### src/rtl/cbm_pkg.sv
// Shared types and constants for the cartridge bank mapper.
`default_nettype none

package cbm_pkg;

    // Bus access kinds
    typedef enum logic [1:0] {
        OP_ROM_READ   = 2'd0,
        OP_CTRL_WRITE = 2'd1,
        OP_RAM_READ   = 2'd2,
        OP_RAM_WRITE  = 2'd3
    } opcode_t;

    // Which store a result addresses
    typedef enum logic [1:0] {
        TGT_NONE = 2'd0,
        TGT_ROM  = 2'd1,
        TGT_RAM  = 2'd2
    } target_t;

    // Fault codes reported with a result
    typedef enum logic [1:0] {
        FLT_OK        = 2'd0,
        FLT_BAD_ROM   = 2'd1,
        FLT_NO_RAM    = 2'd2,
        FLT_RAM_WRITE = 2'd3
    } fault_t;

    // Configuration register indexes
    localparam logic CFG_CART_KIND   = 1'b0;
    localparam logic CFG_RAM_PRESENT = 1'b1;

    // Cartridge kinds
    localparam logic CART_PLAIN  = 1'b0;
    localparam logic CART_BANKED = 1'b1;

    // Store geometry
    localparam int RAM_WINDOW_BYTES = 8192;
    localparam int RAM_OFS_W        = $clog2(RAM_WINDOW_BYTES);
    localparam int ROM_OFS_W        = 14;
    localparam int ROM_PAGE_W       = 7;
    localparam int RAM_PAGE_W       = 2;
    localparam int MEM_ADDR_W       = 21;

    // Control write decode constants
    localparam logic [3:0] RAM_EN_KEY   = 4'hA;
    localparam logic [7:0] MODE_SEL_ONE = 8'h01;

    // Control write regions, selected by bus address bits 15:13
    localparam logic [2:0] REG_RAM_EN   = 3'd0;
    localparam logic [2:0] REG_BANK_LO  = 3'd1;
    localparam logic [2:0] REG_BANK_HI  = 3'd2;
    localparam logic [2:0] REG_MODE_SEL = 3'd3;

    typedef struct packed {
        opcode_t     opcode;
        logic [15:0] bus_address;
        logic [7:0]  bus_data;
    } req_t;

    typedef struct packed {
        target_t                 target;
        logic [MEM_ADDR_W-1:0]   mem_address;
        logic                    write_enable;
        logic [7:0]              write_data;
        fault_t                  fault;
        logic                    ram_enabled;
    } rsp_t;

endpackage

`default_nettype wire

### src/rtl/cartridge_bank_mapper_unit.sv
// Cartridge bank mapper: translates one bus access into a ROM or RAM address.
// A request in the input register is translated combinationally; its result
// is loaded into the result register when that register is empty or drains. Throughput:
// one request per cycle; a held result stalls the input once the input register
// is also full. Reset clears both valid flags, sets the ROM bank to 1 and clears
// the RAM bank, mode, RAM enable flag and both configuration registers.
`default_nettype none

module cartridge_bank_mapper_unit (
    input  wire logic          clk,
    input  wire logic          rst_n,
    input  wire logic          cfg_we,
    input  wire logic          cfg_index,
    input  wire logic          cfg_data,
    input  wire logic          req_valid,
    output logic               req_ready,
    input  wire cbm_pkg::req_t req,
    output logic               rsp_valid,
    input  wire logic          rsp_ready,
    output cbm_pkg::rsp_t      rsp
);

    logic cart_kind_reg;
    logic ram_present_reg;

    logic [cbm_pkg::ROM_PAGE_W-1:0] rom_page_reg, rom_page_next;
    logic [cbm_pkg::RAM_PAGE_W-1:0] ram_page_reg, ram_page_next;
    logic                           bank_mode_reg, bank_mode_next;
    logic                           ram_en_reg, ram_en_next;

    logic          in_valid_reg;
    cbm_pkg::req_t in_req_reg;
    logic          out_valid_reg;
    cbm_pkg::rsp_t out_rsp_reg;
    cbm_pkg::rsp_t rsp_next;

    logic advance;
    logic [cbm_pkg::RAM_OFS_W-1:0] ram_ofs;

    // Result register drains or is empty; input stage moves forward
    assign advance   = !out_valid_reg || rsp_ready;
    assign req_ready = !in_valid_reg || advance;
    assign rsp_valid = out_valid_reg;
    assign rsp       = out_rsp_reg;

    // Hold configuration registers
    always_ff @(posedge clk or negedge rst_n)
    begin
        if (!rst_n)
        begin
            cart_kind_reg   <= cbm_pkg::CART_PLAIN;
            ram_present_reg <= 1'b0;
        end
        else if (cfg_we)
        begin
            unique case (cfg_index)
                cbm_pkg::CFG_CART_KIND:   cart_kind_reg   <= cfg_data;
                cbm_pkg::CFG_RAM_PRESENT: ram_present_reg <= cfg_data;
                default:                  ;
            endcase
        end
    end

    // Decode control writes into the next bank state
    always_comb
    begin
        rom_page_next  = rom_page_reg;
        ram_page_next  = ram_page_reg;
        bank_mode_next = bank_mode_reg;
        ram_en_next    = ram_en_reg;
        if (in_req_reg.opcode == cbm_pkg::OP_CTRL_WRITE
            && cart_kind_reg == cbm_pkg::CART_BANKED)
        begin
            unique case (in_req_reg.bus_address[15:13])
                cbm_pkg::REG_RAM_EN:
                    ram_en_next = (in_req_reg.bus_data[3:0] == cbm_pkg::RAM_EN_KEY);
                cbm_pkg::REG_BANK_LO:
                begin
                    rom_page_next[4:0] = (in_req_reg.bus_data[4:0] == 5'd0)
                                       ? 5'd1 : in_req_reg.bus_data[4:0];
                end
                cbm_pkg::REG_BANK_HI:
                begin
                    if (bank_mode_reg)
                        ram_page_next = in_req_reg.bus_data[1:0];
                    else
                        rom_page_next[6:5] = in_req_reg.bus_data[1:0];
                end
                cbm_pkg::REG_MODE_SEL:
                    bank_mode_next = (in_req_reg.bus_data == cbm_pkg::MODE_SEL_ONE);
                default:
                    ;
            endcase
        end
    end

    // Translate the registered request into a result
    assign ram_ofs = in_req_reg.bus_address[cbm_pkg::RAM_OFS_W-1:0];

    always_comb
    begin
        rsp_next              = '0;
        rsp_next.target       = cbm_pkg::TGT_NONE;
        rsp_next.fault        = cbm_pkg::FLT_OK;
        rsp_next.ram_enabled  = ram_en_next;
        unique case (in_req_reg.opcode)
            cbm_pkg::OP_ROM_READ:
            begin
                if (!in_req_reg.bus_address[15])
                begin
                    rsp_next.target = cbm_pkg::TGT_ROM;
                    if (!in_req_reg.bus_address[14])
                        rsp_next.mem_address = cbm_pkg::MEM_ADDR_W'(in_req_reg.bus_address);
                    else
                        rsp_next.mem_address = {rom_page_reg,
                            in_req_reg.bus_address[cbm_pkg::ROM_OFS_W-1:0]};
                end
                else
                begin
                    rsp_next.fault = cbm_pkg::FLT_BAD_ROM;
                end
            end
            cbm_pkg::OP_CTRL_WRITE:
                ;
            cbm_pkg::OP_RAM_READ:
            begin
                if (cart_kind_reg == cbm_pkg::CART_PLAIN)
                begin
                    rsp_next.target      = cbm_pkg::TGT_RAM;
                    rsp_next.mem_address = cbm_pkg::MEM_ADDR_W'(ram_ofs);
                end
                else if (ram_present_reg)
                begin
                    rsp_next.target      = cbm_pkg::TGT_RAM;
                    rsp_next.mem_address = cbm_pkg::MEM_ADDR_W'({ram_page_reg, ram_ofs});
                end
                else
                begin
                    rsp_next.fault = cbm_pkg::FLT_NO_RAM;
                end
            end
            cbm_pkg::OP_RAM_WRITE:
            begin
                if (cart_kind_reg == cbm_pkg::CART_PLAIN)
                begin
                    rsp_next.target       = cbm_pkg::TGT_RAM;
                    rsp_next.mem_address  = cbm_pkg::MEM_ADDR_W'(ram_ofs);
                    rsp_next.write_enable = 1'b1;
                    rsp_next.write_data   = in_req_reg.bus_data;
                end
                else
                begin
                    rsp_next.fault = cbm_pkg::FLT_RAM_WRITE;
                end
            end
            default:
                ;
        endcase
    end

    // Advance the input stage, result stage and bank state
    always_ff @(posedge clk or negedge rst_n)
    begin
        if (!rst_n)
        begin
            in_valid_reg  <= 1'b0;
            out_valid_reg <= 1'b0;
            rom_page_reg  <= cbm_pkg::ROM_PAGE_W'(1);
            ram_page_reg  <= '0;
            bank_mode_reg <= 1'b0;
            ram_en_reg    <= 1'b0;
        end
        else
        begin
            if (req_ready)
                in_valid_reg <= req_valid;
            if (advance)
                out_valid_reg <= in_valid_reg;
            if (advance && in_valid_reg)
            begin
                rom_page_reg  <= rom_page_next;
                ram_page_reg  <= ram_page_next;
                bank_mode_reg <= bank_mode_next;
                ram_en_reg    <= ram_en_next;
            end
        end
    end

    // Load payload registers
    always_ff @(posedge clk)
    begin
        if (req_ready && req_valid)
            in_req_reg <= req;
        if (advance && in_valid_reg)
            out_rsp_reg <= rsp_next;
    end

endmodule

`default_nettype wire
### config.mk
export PLATFORM = sky130hd
export DESIGN_NAME = cartridge_bank_mapper_unit
export DESIGN_NICKNAME = d
export VERILOG_FILES = /design/src/rtl/cbm_pkg.sv /design/src/rtl/cartridge_bank_mapper_unit.sv
export SDC_FILE = /design/constraint.sdc
export NUM_CORES = 1
export LEC_CHECK = 0
export BUFFER_PORTS_ARGS = -buffer_cell sky130_fd_sc_hd__clkbuf_2
export CAP_MARGIN = 20
export CORE_MARGIN = 8
export CORE_UTILIZATION = 52
export CTS_BUF_LIST = sky130_fd_sc_hd__clkbuf_4 sky130_fd_sc_hd__clkbuf_8 sky130_fd_sc_hd__clkbuf_16
export DETAILED_ROUTE_END_ITERATION = 8
export PLACE_DENSITY_LB_ADDON = 0.15
export SLEW_MARGIN = 25
export SYNTH_ARGS = -nofsm -noshare
export SYNTH_HDL_FRONTEND = slang
export SYNTH_SLANG_ARGS = --single-unit
### constraint.sdc
create_clock -name clk -period 3.2 [get_ports clk]
set_input_delay 0 -clock clk [delete_from_list [all_inputs] [get_ports clk]]
set_output_delay 0 -clock clk [all_outputs]
set_load 0.01 [all_outputs]
==> results.cfg <==
[pwr]
clockPowerShare_pct = 33.7
pwr-share-seq_pct = 56.2
swShare_pct = 21.17
power_density_nw_per_um2 = 559.5
p_int_mw = 1.686
power.net_switching_mw = 0.4527
p_leak_nw = 1.599
p_comb_share_pct = 10.1
vdd_drop_max_v = 0.0004657

[clocking]
cts_buffers = 9
cts.sinks = 76
cts-root-buf = clkbuf_8
cts.clk_slew.worst_paths_ns = 0.07
tritoncts = yes
cts_hold_buf = 32
post_cts_buffers = 0
post_cts_resized = 0
clockBufferDepth = 2
h-tree-depth = 3
clk_latency_ns = 0.33

[sta]
setup_viol = 0
rsz0062_at_grt = false
fin_ws_ns = 1.302
hold_violations = 0
slew_violations = 0
fin_crit_sh_pct = 59.32
worst_slew_pin_slew_ns = 0.9642
fin_tns_setup_ns = 0
max_freq_mhz = 526.8
finClkSkew_ns = 0.005158
min_period_ns = 1.898
relSlewSlack_pct = 35.58

[finish]
instances_no_fill = 351
area_delta_synth_final_pct = 33.58
fin_nets = 307
antenna_cells = 0
largest_register_ffs = 35
fill_cells = 384
multi_input_area_um2 = 623.1
drive_gt1_share_pct = 39.07
regArea_um2 = 2208

[setup_path]
r2r-start = rsp_valid$_DFFE_PN0P_
arrival_ns = 1.92
endpoint_kind = register
criticalPathCategory = register to register
required_ns = 3.22
start_kind = register
cp-startpoint = rsp_valid$_DFFE_PN0P_
worstPathMaxFanout = 26

[outcome]
status = finished, final reports clean

[detailed_routing]
avgViaCountPerCell = 4.883
num_vias = 1714
routedWlPerCell_um = 15.22
drt_first_iter_violations = 61
postRouteAntennaNets = 0
drtPass1Iterations = 4
drc = 0
routed_wl_um = 5343

[placement]
dp.cells = 303
gp_congestion = 0.7457
numPortBuffers = 69
place_worst_setup_slack_ns = 1.096
dp_hpwl_um = 3448

[global_routing]
grt_overflow = 0
gr-usage-all-layers_pct = 13.79
grt_start_max_net_pins = 36
grt_first_pass_wirelength_um = 8631
antenna_found_initial = 0
grt_pass1_vias = 1779

[floorplanning]
io_pins = 70
fp.dieArea_um2 = 8132
rows = 27
chipWidth_um = 90.18
die_y_um = 90.18
core_area_um2 = 5405
initial_core_util_pct = 52.94

[synth]
synthMuxAreaShare_pct = 5.291
yosys.area_share.simple_pct = 11.19
synth_compound_area_share_pct = 4.985
mappedNetlistArea_um2 = 2861
ys_ff_latch = 76
synth_cells = 164
synth_fa_ha_area_share_pct = 0
synthDistinctLibCells = 34
synth_xor_area_share_pct = 0
ys_warn_count = 0
synth_top_family_by_area = simple AND/OR/NAND/NOR gates
synth_nets = 197
avgSynthCellArea_um2 = 17.45
seq_area_frac_synth_pct = 77.18

[run]
drv_cap = 0

[worst_hold_path]
hp-class = primary input to async pin
-- critical path: stages, from the launching register on --
cell,delay (ns)
dfrtp_1,0.35
nor2b_1,0.59
nand2_1,0.20
and2_2,0.43
-- cell type report --
type / count / area share [%]
Inverter: 7 / 0.6874
Tap cell: 72 / 2.357
Multi-Input combinational cell: 78 / 16.30
Clock inverter: 2 / 0.8838
Sequential cell: 76 / 57.77
Clock buffer: 14 / 4.386
Timing Repair Buffer: 102 / 17.61
-- kinds of logic after synthesis --
logic type,after synthesis
compound gates,19
simple gates,46
flops,76
mux,13
buf+inv,10
-- layer usage --
| metal | wire length, µm | GRT usage (%) |
|---|---|---|
| met1 | 2181 | 14.39 |
| met2 | 2690 | 23.19 |
| met3 | 369 | 5.819 |
| met4 | 101 | 7.212 |
| met5 | 0 | 0 |
-- placed cells by master, fill, tap and decap left out, types with 2 or more instances in the layout --
cell type,Yosys,routed
a21boi_0,13,13
and2_1,16,15
clkbuf_2,0,69
clkbuf_4,0,4
clkbuf_8,0,10
dfrtp_1,14,14
dlygate4sd3_1,0,32
edfxtp_1,61,61
inv_1,7,7
mux2_2,9,9
mux2_4,2,2
mux2i_1,2,2
nand2_1,5,5
nand2b_1,2,2
nor2_1,4,4
nor2b_1,3,2
nor4_1,4,4
-- cells in the mapped netlist --
cell	number	area, µm²
nand2_1	5	18.77
a21oi_1	1	5.000
clkbuf_1	2	7.510
a31o_2	1	8.760
a22o_2	1	10.01
buf_2	1	5.000
nor2b_1	3	18.77
and2_1	16	100.1
nand2b_1	2	12.51
or2_2	1	6.260
or4_4	1	11.26
or3_2	1	7.510
dfrtp_1	14	350.3
a31oi_1	1	6.260
nor4b_1	1	8.760
inv_1	7	26.28
edfxtp_1	61	1832
mux2_2	9	101.4
and3_2	1	7.510
nor3b_1	1	7.510
or2b_2	1	8.760
and2b_2	1	8.760
mux2_4	2	30.03
nor4bb_1	1	10.01
nor4_1	4	25.02
mux2i_1	2	20.02
nor4_4	1	21.27
a21boi_0	13	97.59
nor2_1	4	15.01
o21ai_0	1	5.000
nor3_1	1	5.000
dfstp_2	1	26.28
nand4bb_4	1	27.53
a32o_1	1	10.01
-- worst paths after layout --
| check | end | slack (ns) | cells after the start |
|---|---|---|---|
| min | rom_page_reg[6]$_DFFE_PN0P_ | 0.11 | 2 |
| max in group asynchronous | rom_page_reg[0]$_DFFE_PN1P_ | 2.77 | 2 |
| min in group clk | in_valid_reg$_DFFE_PN0P_ | 0.14 | 4 |
| min reg2reg | rom_page_reg[0]$_DFFE_PN1P_ | 0.47 | 2 |
| max | in_req_reg[7]$_DFFE_PP_ | 1.30 | 3 |
| max reg2reg | in_req_reg[7]$_DFFE_PP_ | 1.30 | 3 |
-- per-stage QoR --
step / total power, mW / cell area, µm² / utilization (%) / hold WS, ns
floorplan: 1.316 / 2861 / - / -0.2956
global placement: 1.401 / 3299 / 61.04 / -0.06387
detailed placement: 1.407 / 3299 / 61.04 / -0.05910
CTS: 2.157 / 3821 / 70.69 / 0.1046
global route: 2.221 / 3822 / 70.72 / 0.1192
finish: 2.139 / 3822 / 70.72 / 0.1094
-- power by group through the flow --
stage / logic, mW / registers [mW] / clock network [mW]
2_1_floorplan: 0.0806 / 1.24 / 0
3_3_place_gp: 0.181 / 1.22 / 0
3_5_place_dp: 0.184 / 1.22 / 0
4_1_cts: 0.218 / 1.20 / 0.737
5_1_grt: 0.237 / 1.21 / 0.773
6_report: 0.216 / 1.20 / 0.721
Power figures use the tool's default switching activity.
